--- src/sv/sxd_pkg.sv ---
// shared types and constants for the section xor decrypt and checksum block
`timescale 1ns / 1ps
`default_nettype none

package sxd_pkg;

	localparam int SEED_W = 16;
	localparam int SUM_W  = 32;
	localparam int KEY_W  = 32;
	localparam int POS_W  = 4;
	localparam int BYTE_W = 8;

	localparam logic [0:0] CFG_KEY_SEED     = 1'd0;
	localparam logic [0:0] CFG_EXPECTED_SUM = 1'd1;

	localparam logic [POS_W-1:0] POS_LAST = 4'hf;

	typedef struct packed {
		logic [BYTE_W-1:0] cipher_byte;
		logic              first_byte;
		logic              last_byte;
	} beat_in_t;

	typedef struct packed {
		logic [BYTE_W-1:0] plain_byte;
		logic              end_of_section;
		logic              sum_matches;
		logic [SUM_W-1:0]  running_sum;
	} beat_out_t;

endpackage

`default_nettype wire

--- src/sv/sxd_core.sv ---
// keystream, position and checksum state with the per-byte decrypt logic
`timescale 1ns / 1ps
`default_nettype none

module sxd_core (
	input  wire logic                      clk,
	input  wire logic                      arst_n,
	input  wire logic                      advance,
	input  wire sxd_pkg::beat_in_t         beat,
	input  wire logic [sxd_pkg::SEED_W-1:0] key_seed,
	input  wire logic [sxd_pkg::SUM_W-1:0]  expected_sum,
	output sxd_pkg::beat_out_t             result
);
	import sxd_pkg::*;

	logic [KEY_W-1:0]  key_q;
	logic [POS_W-1:0]  pos_q;
	logic [SUM_W-1:0]  sum_q;

	logic [KEY_W-1:0]  key_cur;
	logic [POS_W-1:0]  pos_cur;
	logic [SUM_W-1:0]  sum_cur;
	logic [KEY_W-1:0]  key_next;
	logic [POS_W-1:0]  pos_next;
	logic [SUM_W-1:0]  sum_next;
	logic [BYTE_W-1:0] plain;

	always_comb begin
		key_cur = beat.first_byte ? {key_seed, key_seed} : key_q;
		pos_cur = beat.first_byte ? '0 : pos_q;
		sum_cur = beat.first_byte ? '0 : sum_q;

		plain = beat.cipher_byte ^ key_cur[23:16];

		key_next = {key_cur[KEY_W-2:0], 1'b0};
		if (pos_cur == POS_LAST) begin
			key_next = key_next | {{(KEY_W-SEED_W){1'b0}}, key_seed};
		end
		pos_next = pos_cur + 1'b1;
		sum_next = {sum_cur[SUM_W-2:0], 1'b0} + {{(SUM_W-BYTE_W){1'b0}}, plain};

		result.plain_byte     = plain;
		result.end_of_section = beat.last_byte;
		result.sum_matches    = beat.last_byte && (sum_next == expected_sum);
		result.running_sum    = sum_next;
	end

	always_ff @(posedge clk or negedge arst_n) begin
		if (!arst_n) begin
			key_q <= '0;
			pos_q <= '0;
			sum_q <= '0;
		end else if (advance) begin
			key_q <= key_next;
			pos_q <= pos_next;
			sum_q <= sum_next;
		end
	end

endmodule

`default_nettype wire

--- src/sv/section_xor_decrypt_checksum.sv ---
// top level: config registers, input and result stages around the decrypt core
`timescale 1ns / 1ps
`default_nettype none

// Decrypts a section one byte per beat and keeps its running checksum. Each
// byte passes through the input register, then the result register, and a
// new byte is accepted every cycle while out_ready does not stall the output;
// the key shift and the checksum double-and-add sit between those two
// registers. A beat marked first_byte reloads the key from key_seed and
// clears the checksum; sum_matches is reported on the beat marked last_byte.
// Write the config registers only while no beat is in flight.
module section_xor_decrypt_checksum (
	input  wire logic        clk,
	input  wire logic        arst_n,
	input  wire logic        cfg_we,
	input  wire logic [0:0]  cfg_index,
	input  wire logic [31:0] cfg_data,
	input  wire logic        in_valid,
	output logic             in_ready,
	input  wire logic [7:0]  cipher_byte,
	input  wire logic        first_byte,
	input  wire logic        last_byte,
	output logic             out_valid,
	input  wire logic        out_ready,
	output logic [7:0]       plain_byte,
	output logic             end_of_section,
	output logic             sum_matches,
	output logic [31:0]      running_sum
);
	import sxd_pkg::*;

	logic [SEED_W-1:0] seed_q;
	logic [SUM_W-1:0]  expected_q;

	logic      valid_s1;
	beat_in_t  beat_s1;
	logic      valid_s2;
	beat_out_t result_s2;
	beat_out_t result;
	logic      advance;
	logic      s2_free;

	always_ff @(posedge clk or negedge arst_n) begin
		if (!arst_n) begin
			seed_q     <= '0;
			expected_q <= '0;
		end else if (cfg_we) begin
			case (cfg_index)
				CFG_KEY_SEED:     seed_q     <= cfg_data[SEED_W-1:0];
				CFG_EXPECTED_SUM: expected_q <= cfg_data[SUM_W-1:0];
				default: ;
			endcase
		end
	end

	assign s2_free  = !valid_s2 || out_ready;
	assign advance  = valid_s1 && s2_free;
	assign in_ready = !valid_s1 || s2_free;

	always_ff @(posedge clk or negedge arst_n) begin
		if (!arst_n) begin
			valid_s1 <= 1'b0;
		end else if (in_ready) begin
			valid_s1 <= in_valid;
		end
	end

	always_ff @(posedge clk) begin
		if (in_valid && in_ready) begin
			beat_s1.cipher_byte <= cipher_byte;
			beat_s1.first_byte  <= first_byte;
			beat_s1.last_byte   <= last_byte;
		end
	end

	sxd_core u_core (
		.clk          (clk),
		.arst_n       (arst_n),
		.advance      (advance),
		.beat         (beat_s1),
		.key_seed     (seed_q),
		.expected_sum (expected_q),
		.result       (result)
	);

	always_ff @(posedge clk or negedge arst_n) begin
		if (!arst_n) begin
			valid_s2 <= 1'b0;
		end else if (s2_free) begin
			valid_s2 <= valid_s1;
		end
	end

	always_ff @(posedge clk) begin
		if (advance) begin
			result_s2 <= result;
		end
	end

	assign out_valid      = valid_s2;
	assign plain_byte     = result_s2.plain_byte;
	assign end_of_section = result_s2.end_of_section;
	assign sum_matches    = result_s2.sum_matches;
	assign running_sum    = result_s2.running_sum;

`ifndef SYNTHESIS
	a_ready_when_empty: assert property (@(posedge clk) disable iff (!arst_n)
		!valid_s1 |-> in_ready)
		else $error("input stage empty but not ready");

	a_accept_fills_s1: assert property (@(posedge clk) disable iff (!arst_n)
		in_valid && in_ready |=> valid_s1)
		else $error("accepted beat lost from input stage");

	a_match_only_at_end: assert property (@(posedge clk) disable iff (!arst_n)
		out_valid && sum_matches |-> end_of_section)
		else $error("sum match flagged on a non-final beat");

	a_advance_fills_s2: assert property (@(posedge clk) disable iff (!arst_n)
		advance |=> valid_s2)
		else $error("advanced beat lost from result stage");
`endif

endmodule

`default_nettype wire
--- config.mk ---
export PLATFORM = sky130hd
export DESIGN_NAME = section_xor_decrypt_checksum
export DESIGN_NICKNAME = d
export VERILOG_FILES = /design/src/sv/sxd_pkg.sv /design/src/sv/sxd_core.sv /design/src/sv/section_xor_decrypt_checksum.sv
export SDC_FILE = /design/constraint.sdc
export NUM_CORES = 1
export LEC_CHECK = 0
export BUFFER_PORTS_ARGS = -buffer_cell sky130_fd_sc_hd__buf_2
export CAP_MARGIN = 20
export CORE_ASPECT_RATIO = 0.75
export CORE_UTILIZATION = 31
export CTS_CLUSTER_DIAMETER = 150
export DETAILED_ROUTE_END_ITERATION = 10
export PLACE_DENSITY = 0.46
export SLEW_MARGIN = 20
export SYNTH_ARGS = -nofsm -noshare
export SYNTH_HDL_FRONTEND = slang
export SYNTH_SLANG_ARGS = --single-unit
--- constraint.sdc ---
create_clock -name clk -period 6.91 [get_ports clk]
set_input_delay 0.3455 -clock clk [delete_from_list [all_inputs] [get_ports clk]]
set_output_delay 0.3455 -clock clk [all_outputs]
set_load 0.02 [all_outputs]
* After elaboration in Yosys (flattened, before gate mapping)
Index checks and enable logic that the tools add are counted.
Word-level totals: register bits after elaboration 161, word-level logic and storage cells 34, output and inout bits 44, input bits 48
Operators by class: equality and inequality tests 2, add/sub/neg operators 2, reductions and logical operators 9, bitwise logic cells 3, muxes and demuxes 4
Operators by type and width (number):
- 24-bit 2-to-1 mux | 2
- 32-bit by 8-bit adder with 32-bit output | 1
- 32-bit == test | 1
- 31-bit 2-to-1 mux | 1
- 24-bit by 16-bit OR with 24-bit output | 1
- 8-bit bitwise XOR | 1
- 4-bit by 1-bit adder with 4-bit output, second input constant | 1
- 4-bit == test, second input constant | 1
- 4-bit 2-to-1 mux | 1
- 2-bit AND reduction | 2
- 1-bit logical AND | 3
- 1-bit zero test | 2
- 1-bit logical OR | 2
- 1-bit NOT | 1

* Logic depth before layout (Yosys ltp)
word-level depth 5, depth in mapped cells 18, depth with buffers taken out 13

* Modules after synthesis
Synthesis repeated with hierarchy kept, for this count alone.
Unflattened totals: cells, all modules 625, area total of the unflattened synthesis 7764.9 µm²
By module, submodules not included:
- sxd_core | sequential area each 1476.4 µm², times used 1, area an instance 4294.1 µm², cells an instance 462
- section_xor_decrypt_checksum | sequential area each 2812.7 µm², times used 1, area an instance 3470.8 µm², cells an instance 163

* Worst setup path after synthesis
No wires, ideal clock.
path kind register to register, from register beat_s1[1] (netlist bit), to register result_s2 (netlist bit sum_matches) (data pin), library setup time 0.134 ns, data arrival time 4.057 ns, required time 6.776 ns, buffers on the path 5, cell stages (with the launch flop) 19, setup slack 2.720 ns, clock period less this slack 4.190 ns, path through edfxtp_1 > buf_2 > buf_2 > buf_1 > buf_2 > clkbuf_1 > and2_1 > a21oi_1 > xnor2_1 > ha_1 > fa_1 > a211oi_1 > nor2_1 > xor2_1 > xnor2_1 > nand3_1 > or4_1 > nor4_1 > and4_1
RTL lines:
- start: declaration | line section_xor_decrypt_checksum.sv:36 | beat_in_t beat_s1;
- end signal: assignment | line section_xor_decrypt_checksum.sv:96 | result_s2 <= result;
- end: declaration | line section_xor_decrypt_checksum.sv:38 | beat_out_t result_s2;

==> results.md <==
* Simple-gate area share of the yosys netlist at 18.2%
* Num CTS Buffers at 17
* CP Depth at 13
* DRC viols at 0
* Leakage power at 3.82 nW
* Hold Path Depth at 1
* Post-synth EDFFs at 51
* Crit path buffers/inverters at 1
* CTS Buffer Depth at 2
* Fin crit share at 72.5%
* Share of cells above drive strength 1 at 24.3%
* Switching share of power at 32.8%
* GRT Overall Usage at 17.2%
* Fmax at 0.200 GHz
* Initial DRC Count at 575
* Mapped Cells at 698
* H-tree level count at 4
* P_sw at 0.000946 W
* Run status: finished, final reports clean
* Core area at 0.0243 mm2
* Compound-Gate Fraction of Synth Area at 8.21%
* Clock root cell: clkbuf_16
* PnR Total Power at 0.00288 W
* RSZ-0062 raised after global routing: no
* Crit end category: flip-flop
* Cell internal pwr at 0.00194 W
* Fin Clk Skew at 0.00728 ns
* HPWL Detailed at 15100 um
* Min Tclk post-route at 5.01 ns
* Crit path DAT at 5.31 ns
* Seq/Total Area, Yosys at 54.9%
* Total Die Area at 0.0257 mm2
* Antenna Nets Post-Route at 0
* Ys Warns at 0
* Pwr dens at 316 mW/mm2
* Worst min path class: primary input to flip-flop
* Worst-Margin Slew at 1.02 ns
* I/O pin count at 92
* Combinational share of power at 23.2%
* Mapped Avg Cell Area at 11.1 um2
* Port Buf Inserts at 91
* Ant. Diodes at 0
* Flop pwr share at 44.7%
* Main combinational cell family by area after synthesis: simple AND/OR/NAND/NOR gates
* Clock Latency Late Sink at 0.43 ns
* Worst-path clk slew at 0.07 ns
* Netlist Area Pre-Place at 0.00775 mm2
* Main synth FF type: dfrtp_1
* #FFs+latches synth at 160
* Setup_tns at 0 ns
* Area grow syn2layout at 17.7%
* Setup bufs post-CTS at 0
* Clock power frac at 32.2%
* Max stage delay on crit path at 0.82 ns
* GRT overflow at 0
* Crit path cell chain: buf_4 > and2_1 > a21oi_1 > xnor2_1 > ha_1 > o211ai_1 > o211ai_1 > nand4_1 > xor2_1 > a211oi_1 > nand4_1 > nor4_1 > and4_1
* Die X at 185 um
* Maximum vdd drop at 0.000166 V
* Synth unique cells at 62
* Reg2reg path depth at 13
* Wirelength, routed at 21300 um
* Nets at 837
* Global-route wire length before repair at 33000 um
* Net Count, Synth at 755
* Largest net degree at the start of global routing at 89
* Max_cap viols at 0
* Final setup vio count at 0
* Mux contribution to synthesized area at 8.15%
* CTS tree: yes
* DR vias/cell at 5.04
* XOR/XNOR Fraction of Synth Area at 6.39%
* Die height at 139 um
* Final instance area at 0.00912 mm2
* Pre-Repair DR Iteration Count at 5
* Slowest CP cell: o211ai_1
* CTS Sinks at 160
* Post-Synth Adder-Cell Area at 1.55%
* Routed len/inst at 18.9 um
* Worst Path Class, Setup: flip-flop to flip-flop
* Worst path required time at 7.21 ns
* FP Rows at 49
* Crit-path leading delay family: compound AO/OA/AOI/OAI gates
* Vias after detailed routing at 5668
* Max-slew violations at 0
* Initial antenna violation count at 0
* Resized cells post-CTS at 0
* Vias in the first global route at 5525
* Final hold vios at 0
* GP Congestion at 0.866
* Placed Area at 0.00853 mm2
* Starting Density at 31.9%
* Ys async rst share at 68.1%
* Max transition margin at 31.8%
* Startpoint types: flip-flop
* Worst-path fanout max at 59
## cells in the final DEF, fill, tap and decap left out, types with 8 or more instances in the layout
| cell | instances |
|---|---|
| a21oi_1 | 17 |
| a221oi_1 | 16 |
| and2_1 | 14 |
| buf_2 | 90 |
| buf_4 | 8 |
| clkbuf_16 | 20 |
| dfrtp_1 | 109 |
| edfxtp_1 | 51 |
| ha_1 | 8 |
| inv_1 | 11 |
| mux2_2 | 49 |
| mux2i_1 | 8 |
| nand2_1 | 118 |
| nand3_1 | 12 |
| nand4_1 | 11 |
| nor2_1 | 29 |
| nor2b_1 | 28 |
| o21ai_0 | 41 |
| xnor2_1 | 36 |
| xor2_1 | 18 |
## synth_stat cells, drive strengths merged (16+ instances only)
master | count | area share [%]
xor2 | 18 | 2.0
dfrtp | 109 | 35
nand2 | 119 | 5.8
o21ai | 41 | 2.6
nor2b | 28 | 2.3
buf | 16 | 0.95
xnor2 | 36 | 4.1
a221oi | 16 | 1.8
mux2 | 49 | 7.1
a21oi | 17 | 1.1
clkbuf | 20 | 0.97
nor2 | 30 | 1.5
edfxtp | 51 | 20
## power by group through the flow
stage	registers (W)	clock network, W	logic (W)
4_1_cts	0.00128	0.000954	0.000670
6_report	0.00129	0.000927	0.000667
2_1_floorplan	0.00129	0	0.000443
3_3_place_gp	0.00130	0	0.000661
3_5_place_dp	0.00130	0	0.000667
5_1_grt	0.00131	0.000991	0.000738
## worst reg2reg max path, stage by stage, from the launching register on
cell and delay [ns]:
edfxtp_1 0.60, buf_4 0.59, and2_1 0.29, a21oi_1 0.09, xnor2_1 0.18, ha_1 0.36
o211ai_1 0.13, o211ai_1 0.82, nand4_1 0.42, xor2_1 0.26, a211oi_1 0.40, nand4_1 0.20
nor4_1 0.33, and4_1 0.21
## state kept, by name, summed over array words and instances, names as in the netlist
register / flops
seed_q: 16
sum_matches: 1
u_core.sum_q: 31
u_core.key_q: 24
running_sum: 31
plain_byte: 8
end_of_section: 1
out_valid: 1
expected_q: 32
valid_s1: 1
beat_s1: 10
u_core.pos_q: 4
## what timing repair did
item,4_1_cts,5_1_grt
setup endpoints to repair,0,0
hold buffers,1,0
endpoints found under the hold margin,41,0
## area by class of cell
cell class	instances	area (um2)
Fill cell	2435	15200
Sequential cell	160	4260
Multi-Input combinational cell	489	3300
Timing Repair Buffer	99	520
Clock buffer	22	508
Tap cell	331	414
Clock inverter	10	72.6
Inverter	13	48.8
## layer usage
| metal | vias up | GRT usage, % | wire length [um] |
|---|---|---|---|
| met2 | 178 | 22.8 | 8550 |
| met3 | 12 | 3.86 | 1300 |
| met4 | 0 | 4.25 | 172 |
| li1 | 2638 | - | - |
| met5 | - | 0 | 0 |
| met1 | 2840 | 27.6 | 11300 |
## cell families (layout without fill, tap and decap cells)
family / after synthesis / in the layout
AND/OR/NAND/NOR: 268 / 268
flip-flops: 160 / 160
AO/OA/AOI/OAI: 100 / 100
multiplexers: 57 / 57
XOR/XNOR: 55 / 55
buffers and inverters: 49 / 144
adder cells (fa/ha/maj): 9 / 9
## metrics by stage
stage	std cells	hold slack, ns	utilization, %	setup WS, ns
after floorplan	698	0.0499	-	2.72
after global placement	1091	0.377	35.1	2.20
after detailed placement	1091	0.386	35.1	1.98
after CTS	1124	0.0655	37.6	1.95
after global routing	1124	0.0700	37.6	1.65
final	1124	0.0903	37.6	1.90
## worst paths after layout
check	startpoint	end	slack, ns
max	beat_s1[1]	sum_matches	1.90
min	last_byte	beat_s1[0]	0.09
max reg2reg	beat_s1[1]	sum_matches	1.90
min reg2reg	u_core.key_q[13]	u_core.key_q[13]	0.47
max in group asynchronous	arst_n	u_core.key_q[16]	5.08
min in group asynchronous	arst_n	u_core.sum_q[29]	0.47
Power figures use the tool's default switching activity.
